## src/rtl/core/cspt_pkg.sv

```systemverilog
// ----------------------------------------------------------------------------
// cspt_pkg
// Shared types and codes for the connection slot probe table.
// ----------------------------------------------------------------------------
package cspt_pkg;

  localparam int SLOT_COUNT_DEF = 1024;

  localparam int ACT_W      = 2;
  localparam int KEY_W      = 31;
  localparam int SLOT_W     = 10;
  localparam int STAT_W     = 2;

  localparam logic [ACT_W-1:0] ACT_LOOKUP = 2'd0;
  localparam logic [ACT_W-1:0] ACT_STORE  = 2'd1;
  localparam logic [ACT_W-1:0] ACT_FREE   = 2'd2;

  localparam logic [STAT_W-1:0] ST_MATCH = 2'd0;
  localparam logic [STAT_W-1:0] ST_FREE  = 2'd1;
  localparam logic [STAT_W-1:0] ST_FULL  = 2'd2;
  localparam logic [STAT_W-1:0] ST_WRITE = 2'd3;

  typedef struct packed {
    logic [ACT_W-1:0]  action;
    logic [KEY_W-1:0]  key;
    logic [SLOT_W-1:0] slot_in;
  } in_item_t;

  typedef struct packed {
    logic [SLOT_W-1:0] slot_out;
    logic [STAT_W-1:0] status;
  } out_item_t;

  typedef enum logic [2:0] {
    S_CLEAR,
    S_IDLE,
    S_DIV,
    S_PRIME,
    S_PROBE,
    S_DONE
  } state_t;

endpackage

```

## src/rtl/core/cspt_home_div.sv

```systemverilog
// ----------------------------------------------------------------------------
// cspt_home_div
// Home slot unit: key modulo slot count by reciprocal multiplication, registered in key_q, prod, quot_slots, rem.
// ----------------------------------------------------------------------------
module cspt_home_div
  import cspt_pkg::*;
#(
  parameter int SLOT_COUNT = SLOT_COUNT_DEF,
  parameter int IDX_W      = 10
) (
  input  logic             clk,
  input  logic             rst,
  input  logic             start,
  input  logic [KEY_W-1:0] key,
  output logic             done,
  output logic [IDX_W-1:0] rem
);

  localparam int PROD_W = 2 * KEY_W;
  // floor(2^31 / slot count): the estimated quotient is exact or one short
  localparam logic [KEY_W-1:0] RECIP  = KEY_W'((64'd1 << KEY_W) / SLOT_COUNT);
  localparam logic [KEY_W-1:0] SLOT_K = KEY_W'(SLOT_COUNT);

  logic [2:0]        stage;
  logic [KEY_W-1:0]  key_q;
  logic [PROD_W-1:0] prod;
  logic [KEY_W-1:0]  quot;
  logic [KEY_W-1:0]  quot_slots;
  logic [KEY_W-1:0]  diff;
  logic [IDX_W-1:0]  rem_next;

  assign quot = prod[PROD_W-1:KEY_W];
  assign diff = key_q - quot_slots;

  // the first remainder lies below twice the slot count: one subtract settles it
  always_comb begin
    if (diff >= SLOT_K) begin
      rem_next = IDX_W'(diff - SLOT_K);
    end else begin
      rem_next = IDX_W'(diff);
    end
  end

  always_ff @(posedge clk) begin
    if (rst) begin
      stage <= '0;
      done  <= 1'b0;
    end else begin
      stage <= {stage[1:0], start};
      done  <= stage[2];
    end
  end

  always_ff @(posedge clk) begin
    if (start) begin
      key_q <= key;
    end
    if (stage[0]) begin
      prod <= PROD_W'(key_q) * PROD_W'(RECIP);
    end
    if (stage[1]) begin
      quot_slots <= quot * SLOT_K;
    end
    if (stage[2]) begin
      rem <= rem_next;
    end
  end

endmodule

```

## config.mk

```make
export PLATFORM = sky130hd
export DESIGN_NAME = cspt_home_div
export DESIGN_NICKNAME = d
export VERILOG_FILES = /design/src/rtl/core/cspt_pkg.sv /design/src/rtl/core/cspt_home_div.sv
export SDC_FILE = /design/constraint.sdc
export NUM_CORES = 1
export LEC_CHECK = 0
export ABC_CLOCK_PERIOD_IN_PS = 2000
export BUFFER_PORTS_ARGS = -buffer_cell sky130_fd_sc_hd__buf_2
export CORE_MARGIN = 1
export CORE_UTILIZATION = 35
export CTS_CLUSTER_DIAMETER = 120
export DETAILED_ROUTE_END_ITERATION = 16
export PLACE_DENSITY = 0.79
export SLEW_MARGIN = 0
export SYNTH_ARGS = -nofsm -noshare
export SYNTH_HDL_FRONTEND = slang
export SYNTH_SLANG_ARGS = --single-unit
```

## constraint.sdc

```tcl
create_clock -name clk -period 2 [get_ports clk]
set_input_delay 0 -clock clk [delete_from_list [all_inputs] [get_ports clk]]
set_output_delay 0 -clock clk [all_outputs]
set_load 0.05 [all_outputs]
```

# == Word-level counts from Yosys, hierarchy flattened ==
# Cells that the tools add are included.
# totals
output_inout_bits,11
regBits,97
inputBits,34
wordCells,10
# classes
addsub,2
mux,1
order_cmp,1
# ops
cell,count
31-bit by 11-bit greater-or-equal comparator with 1-bit output (second input constant),1
31-bit subtractor,1
10-bit two-way mux,1
10-bit by 1-bit subtractor with 10-bit output (second input constant),1

# == Depth between registers and ports, before layout ==
# Gate-level depths: netlist (run 1).
# logic_depth
depth_word,3
depth_mapped,1
mapped_depth_nobuf,1

# == Worst setup path before layout (run 1) ==
# No wires, ideal clock.
# synth_timing
kind,reg2reg
start,register stage[2]
end,"register rem[0], enable pin"
n_path_buf,0
stages_incl_launch_ff,1
setup_ns,0.343
path_slack_ns,1.161
arrival_time_ns,0.495
path_cell_list,dfxtp_1
# synth_rtl
item,line,text
"start, declared",cspt_home_div.sv:24,logic [2:0] stage;
"start signal, assigned",cspt_home_div.sv:49,"stage <= {stage[1:0], start};"
"end signal, assigned",cspt_home_div.sv:65,rem <= rem_next;
"end, declared",cspt_home_div.sv:16,output logic [IDX_W-1:0] rem
# No word-level cell between the ends.

# == Final worst setup path (run 1) ==
# layout_timing
start,register stage[2]
end,"register rem[2], enable pin"
# No word-level cell between the ends.

==> impl_metrics.tcl, run 1 <==
set metrics [dict create \
    status "finished, final reports clean" \
    grt_pass1_wl_microns 1200 \
    yosysSeqAreaShare_pct 96.45 \
    cts_tree "yes" \
    hold_path_class "in -> reg" \
    gr-usage-all-layers_pct 8.950 \
    start_util_pct 39.17 \
    holdPathStages 1 \
    wl_microns 816 \
    utilization_pct 54.86 \
    tightest_slew_ns 0.4029 \
    maxCapViolCount 0 \
    cp.required_ns 1.96 \
    grt_max_degree 14 \
    postRouteAntennaNets 0 \
    hold_start "start" \
    core_area_sq_um 1802 \
    r2r_start "stage[2]$_SDFF_PP0_" \
    worst_slack_ns 1.090 \
    routed_via_density 3.846 \
    fin_tns_setup_ns 0 \
    antenna_found_initial 0 \
    ys_types 3 \
    grt_setup_unrepaired "no" \
    finalHoldViolations 0 \
    grt_overflow 0 \
    netlist_area_sq_um 705.7 \
    routedWlPerCell_microns 8.967 \
    hold_end "key_q[0]$_DFFE_PP_" \
    reg2regPathDepth 0 \
    worst-r2r-setup-slack_ns 1.09 \
    portBuffers 23 \
    holdWs_ns 0.06446 \
    syn_avg_cell_area_sq_um 25.20 \
    htreeDepth 1 \
    period_minus_slack_ns 0.9101 \
    synth_nets 62 \
    clockRootBuffer "clkbuf_4" \
    fp.dieW_microns 46.90 \
    clk_latency_ns 0.30 \
    dp_slack_ns 1.084 \
    start_kind "flip-flop" \
    drt_iter0_drc 3 \
    clock_path_buffers 2 \
    slew_headroom_pct 73.10 \
    drive_above_1_share_pct 39.39 \
    final_common_cell "buf_2" \
    cts_buffers 3 \
    dr.pass1.iters 2 \
    period_share_pct 45.50 \
    drcViolationCount 0 \
    n_fill_cell 160 \
    fp.dieArea_sq_um 2200 \
    cellLeakagePower_uw 0.0003834 \
    setup_viol 0 \
    crit_fanout 11 \
    ys_ff_latch 24 \
    cts-resized-gates 0 \
    ios 45 \
    diodes 0 \
    gp_congestion 0.6466 \
    peakVddDrop_uv 401.3 \
    end_kind "flip-flop" \
    cts_sinks 24 \
    vias 350 \
    total_power_uw 826.1 \
    areaGrowthSynthToFinish_pct 40.07 \
    final_cell_mix "buf_2 (23), edfxtp_1 (20), dlygate4sd3_1 (11), nor2b_1 (4), dfxtp_1 (4)" \
    rows 15 \
    grt_pass1_vias 273 \
    die-height_microns 46.90 \
    criticalPathCategory "reg -> reg" \
    r2r_end "rem[2]$_DFFE_PP_" \
    nets 101 \
    cp.arrival_ns 0.87 \
    synthCells 28 \
    fmax_mhz 1099 \
    drv_slew 0 \
    clk_pin_slew_ns 0.12 \
    hpwl_microns 538.7 \
    power_density_nw_per_um2 835.7 \
    yosys_warnings 0 \
    fin_skew_ns 0.005238 \
]
[cells in the mapped netlist]
| cell type | n | area, sq um |
|---|---|---|
| edfxtp_1 | 20 | 600.6 |
| dfxtp_1 | 4 | 80.08 |
| nor2b_1 | 4 | 25.02 |
[metrics by stage]
stage               cell area [sq um]  instances
floorplan                       705.7         28
global placement                852.1         76
detailed placement              852.1         76
CTS                             988.4         91
global route                    988.4         91
finish                          988.4         91
[cell families after synthesis]
logic type,Yosys count,share of synthesized area [%]
flip-flops,24,96.45
AND/OR/NAND/NOR,4,3.546
[routing by layer]
metal | global-route usage (%) | routed length [microns] | vias to the layer above
met5 | 0 | 0 | -
met4 | 10.29 | 40 | 0
met3 | 2.308 | 62 | 4
met2 | 11.39 | 325 | 23
met1 | 11.42 | 387 | 144
li1 | - | - | 179
[sequential cells by signal, indices dropped and copies added (netlist names)]
name / flops
key_q: 10
done: 1
rem: 10
stage: 3
[layout make-up]
cell class	count	area (sq um)	share of cell area, %
Tap cell	25	31.28	3.165
Clock buffer	4	26.28	2.658
Multi-Input combinational cell	4	25.02	2.532
Sequential cell	24	680.7	68.86
Timing Repair Buffer	34	225.2	22.78
[timing repair]
action / 4_1_cts / 5_1_grt
hold endpoints to repair: 14 / 0
hold buffers: 11 / 0
setup buffers: 0 / 0
[report_power, final]
| group | total [uW] | internal, uW | switching [uW] |
|---|---|---|---|
| Clock | 200 | 77.5 | 122 |
| Combinational | 51.9 | 26.1 | 25.8 |
| Sequential | 574 | 568 | 6.63 |
[worst max path at each step]
stage	from	end	slack, ns	cells after the start
6_report	stage[2]$_SDFF_PP0_	rem[2]$_DFFE_PP_	1.09	0
5_1_grt	rem[3]$_DFFE_PP_	rem[3]	1.05	1
4_1_cts	stage[2]$_SDFF_PP0_	rem[2]$_DFFE_PP_	1.07	0
3_5_place_dp	stage[2]$_SDFF_PP0_	rem[3]$_DFFE_PP_	1.08	0
3_3_place_gp	stage[2]$_SDFF_PP0_	rem[3]$_DFFE_PP_	1.11	0
2_1_floorplan	stage[2]$_SDFF_PP0_	rem[0]$_DFFE_PP_	1.16	0
(Power assumes the default switching activity.)
==> run 2: changes to the inputs <==
--- a/config.mk
+++ b/config.mk
@@ -5,7 +5,7 @@
 export SDC_FILE = /design/constraint.sdc
 export NUM_CORES = 1
 export LEC_CHECK = 0
-export ABC_CLOCK_PERIOD_IN_PS = 2000
+export ABC_CLOCK_PERIOD_IN_PS = 890
 export BUFFER_PORTS_ARGS = -buffer_cell sky130_fd_sc_hd__buf_2
 export CORE_MARGIN = 1
 export CORE_UTILIZATION = 35
==> constraint.sdc (replaced) <==
create_clock -name clk -period 0.89 [get_ports clk]
set_input_delay 0 -clock clk [delete_from_list [all_inputs] [get_ports clk]]
set_output_delay 0 -clock clk [all_outputs]
set_load 0.05 [all_outputs]
==> run 2 against run 1 <==
Clock skew barely moved. Critical path depth rose by 1. Clock power grew 130%. Via count decreased by 0.29%. Clock-buffer cell count unchanged. Power grew 130%. Utilization increased by 4.7 points. Register-to-register slack lost 0.97 ns. Sequential power grew 120%. Design area rose by 8.6%. Setup slack lost 1.1 ns. Hold slack better by 0.00064 ns. Critical path type is now reg -> out. Largest cell class unchanged. Highest routed layer unchanged.
==> impl_metrics.tcl, run 2 (synthesized netlist as in run 1, its figures left out) <==
set metrics [dict create \
    grt_max_degree 14 \
    antenna_found_initial 0 \
    multiInputGateArea_sq_um 25.02 \
    cp.arrival_ns 0.86 \
    largest_registers "key_q: 10 flops, rem: 10 flops, stage: 3 flops" \
    slew_headroom_pct 84.70 \
    p_int_uw 1524 \
    fp.dieArea_sq_um 2200 \
    ios 45 \
    cp.required_ns 0.89 \
    cellLeakagePower_uw 0.0004127 \
    final_cell_mix "edfxtp_1 (20), buf_2 (12), dlygate4sd3_1 (11), buf_6 (10)" \
    postRouteAntennaNets 0 \
    slowest_stage "edfxtp_1" \
    routedWlPerCell_microns 9.565 \
    areaGrowthSynthToFinish_pct 52.13 \
    n_fill_cell 138 \
    hold_start "start" \
    criticalPathCategory "reg -> out" \
    routed_via_density 3.793 \
    grt_pass1_vias 285 \
    worst-r2r-setup-slack_ns 0.12 \
    period_minus_slack_ns 0.8617 \
    power_frac_clock_pct 24.2 \
    drt_iter0_drc 6 \
    cts_tree "yes" \
    core_area_sq_um 1802 \
    layout.cells.non_filler 92 \
    slowest_delay_ns 0.40 \
    total_power_uw 1882 \
    path_cells "buf_6" \
    finalHoldViolations 0 \
    maxCapViolCount 0 \
    r2r_start "stage[2]$_SDFF_PP0_" \
    worst-path-buf-inv 1 \
    nets 102 \
    grt_setup_unrepaired "yes" \
    diodes 0 \
    start_util_pct 39.17 \
    fin_tns_setup_ns 0 \
    rows 15 \
    area.sequential_sq_um 680.7 \
    final_common_cell "edfxtp_1" \
    tightest_slew_ns 0.2295 \
    cts_buffers 3 \
    clock_path_buffers 2 \
    period_share_pct 96.82 \
    p_sw_uw 358.1 \
    pwr-share-seq_pct 68.6 \
    status "finished, final reports clean" \
    gp_congestion 0.6489 \
    peakVddDrop_uv 1064 \
    die-height_microns 46.90 \
    wl_microns 880 \
    path_delay_family "flip-flops" \
    drcViolationCount 0 \
    power_density_nw_per_um2 1753 \
    htreeDepth 1 \
    clk_latency_ns 0.30 \
    gr-usage-all-layers_pct 9.283 \
    crit_fanout 1 \
    fmax_mhz 1161 \
    cts_sinks 24 \
    setup_viol 0 \
    post-place-cells 77 \
    end_kind "output port" \
    fin_skew_ns 0.005164 \
    fp.dieW_microns 46.90 \
    holdPathStages 1 \
    clk_pin_slew_ns 0.12 \
    start_kind "flip-flop" \
    comb_power_share_pct 7.2 \
    grt_overflow 0 \
    grt_pass1_wl_microns 1248 \
    r2r_end "rem[0]$_DFFE_PP_" \
    hold_end "key_q[8]$_DFFE_PP_" \
    reg2regPathDepth 1 \
    drive_above_1_share_pct 40.30 \
    dr.pass1.iters 2 \
    portBuffers 23 \
    switching_share_pct 19.03 \
    vias 349 \
    drv_slew 0 \
    hold_path_class "in -> reg" \
    clockRootBuffer "clkbuf_4" \
]
## run 2: final cells by class
type / instances / area share [%]
Timing Repair Buffer: 35 / 28.90
Sequential cell: 24 / 63.40
Tap cell: 25 / 2.914
Multi-Input combinational cell: 4 / 2.331
Clock buffer: 4 / 2.448
## run 2: how the worst max path moves through the flow
stage	startpoint	to	slack, ns	cells after the start
6_report	rem[3]$_DFFE_PP_	rem[3]	0.03	1
3_3_place_gp	stage[2]$_SDFF_PP0_	rem[3]$_DFFE_PP_	0.13	1
2_1_floorplan	stage[2]$_SDFF_PP0_	rem[0]$_DFFE_PP_	0.05	0
4_1_cts	rem[7]$_DFFE_PP_	rem[7]	0.003	1
5_1_grt	rem[3]$_DFFE_PP_	rem[3]	-0.02	1
3_5_place_dp	stage[2]$_SDFF_PP0_	rem[3]$_DFFE_PP_	0.12	1
## run 2: through the flow
stage	instance area (sq um)	hold slack, ns	util, %	setup WS, ns
after floorplan	705.7	0.07161	-	0.05138
after global placement	872.1	0.1801	48.40	0.1312
after detailed placement	872.1	0.1781	48.40	0.1229
after CTS	1036	0.05494	57.50	0.003335
after global routing	1074	0.05240	59.58	-0.02009
final	1074	0.06510	59.58	0.02833
## run 2: routing by layer
layer,track usage (%),share of wire [%],vias up
met3,2.308,5.7,2
li1,-,-,182
met1,11.45,48,144
met2,12.50,44,21
met5,0,0,-
met4,10.29,2.8,0
## run 2: what timing repair did
action                                  4_1_cts  5_1_grt
setup buffers                                 0        0
gates resized for setup                      10       14
hold buffers                                 11        0
endpoints found under the hold margin        14        0
endpoints found under the setup margin        8       11
## run 2: power by group through the flow
stage	sequential (uW)	combinational (uW)	clock, uW
global placement	1310	87.6	0
CTS	1290	130	466
floorplan	1350	4.13	0
detailed placement	1310	88.4	0
finish	1290	136	455
global route	1300	144	516
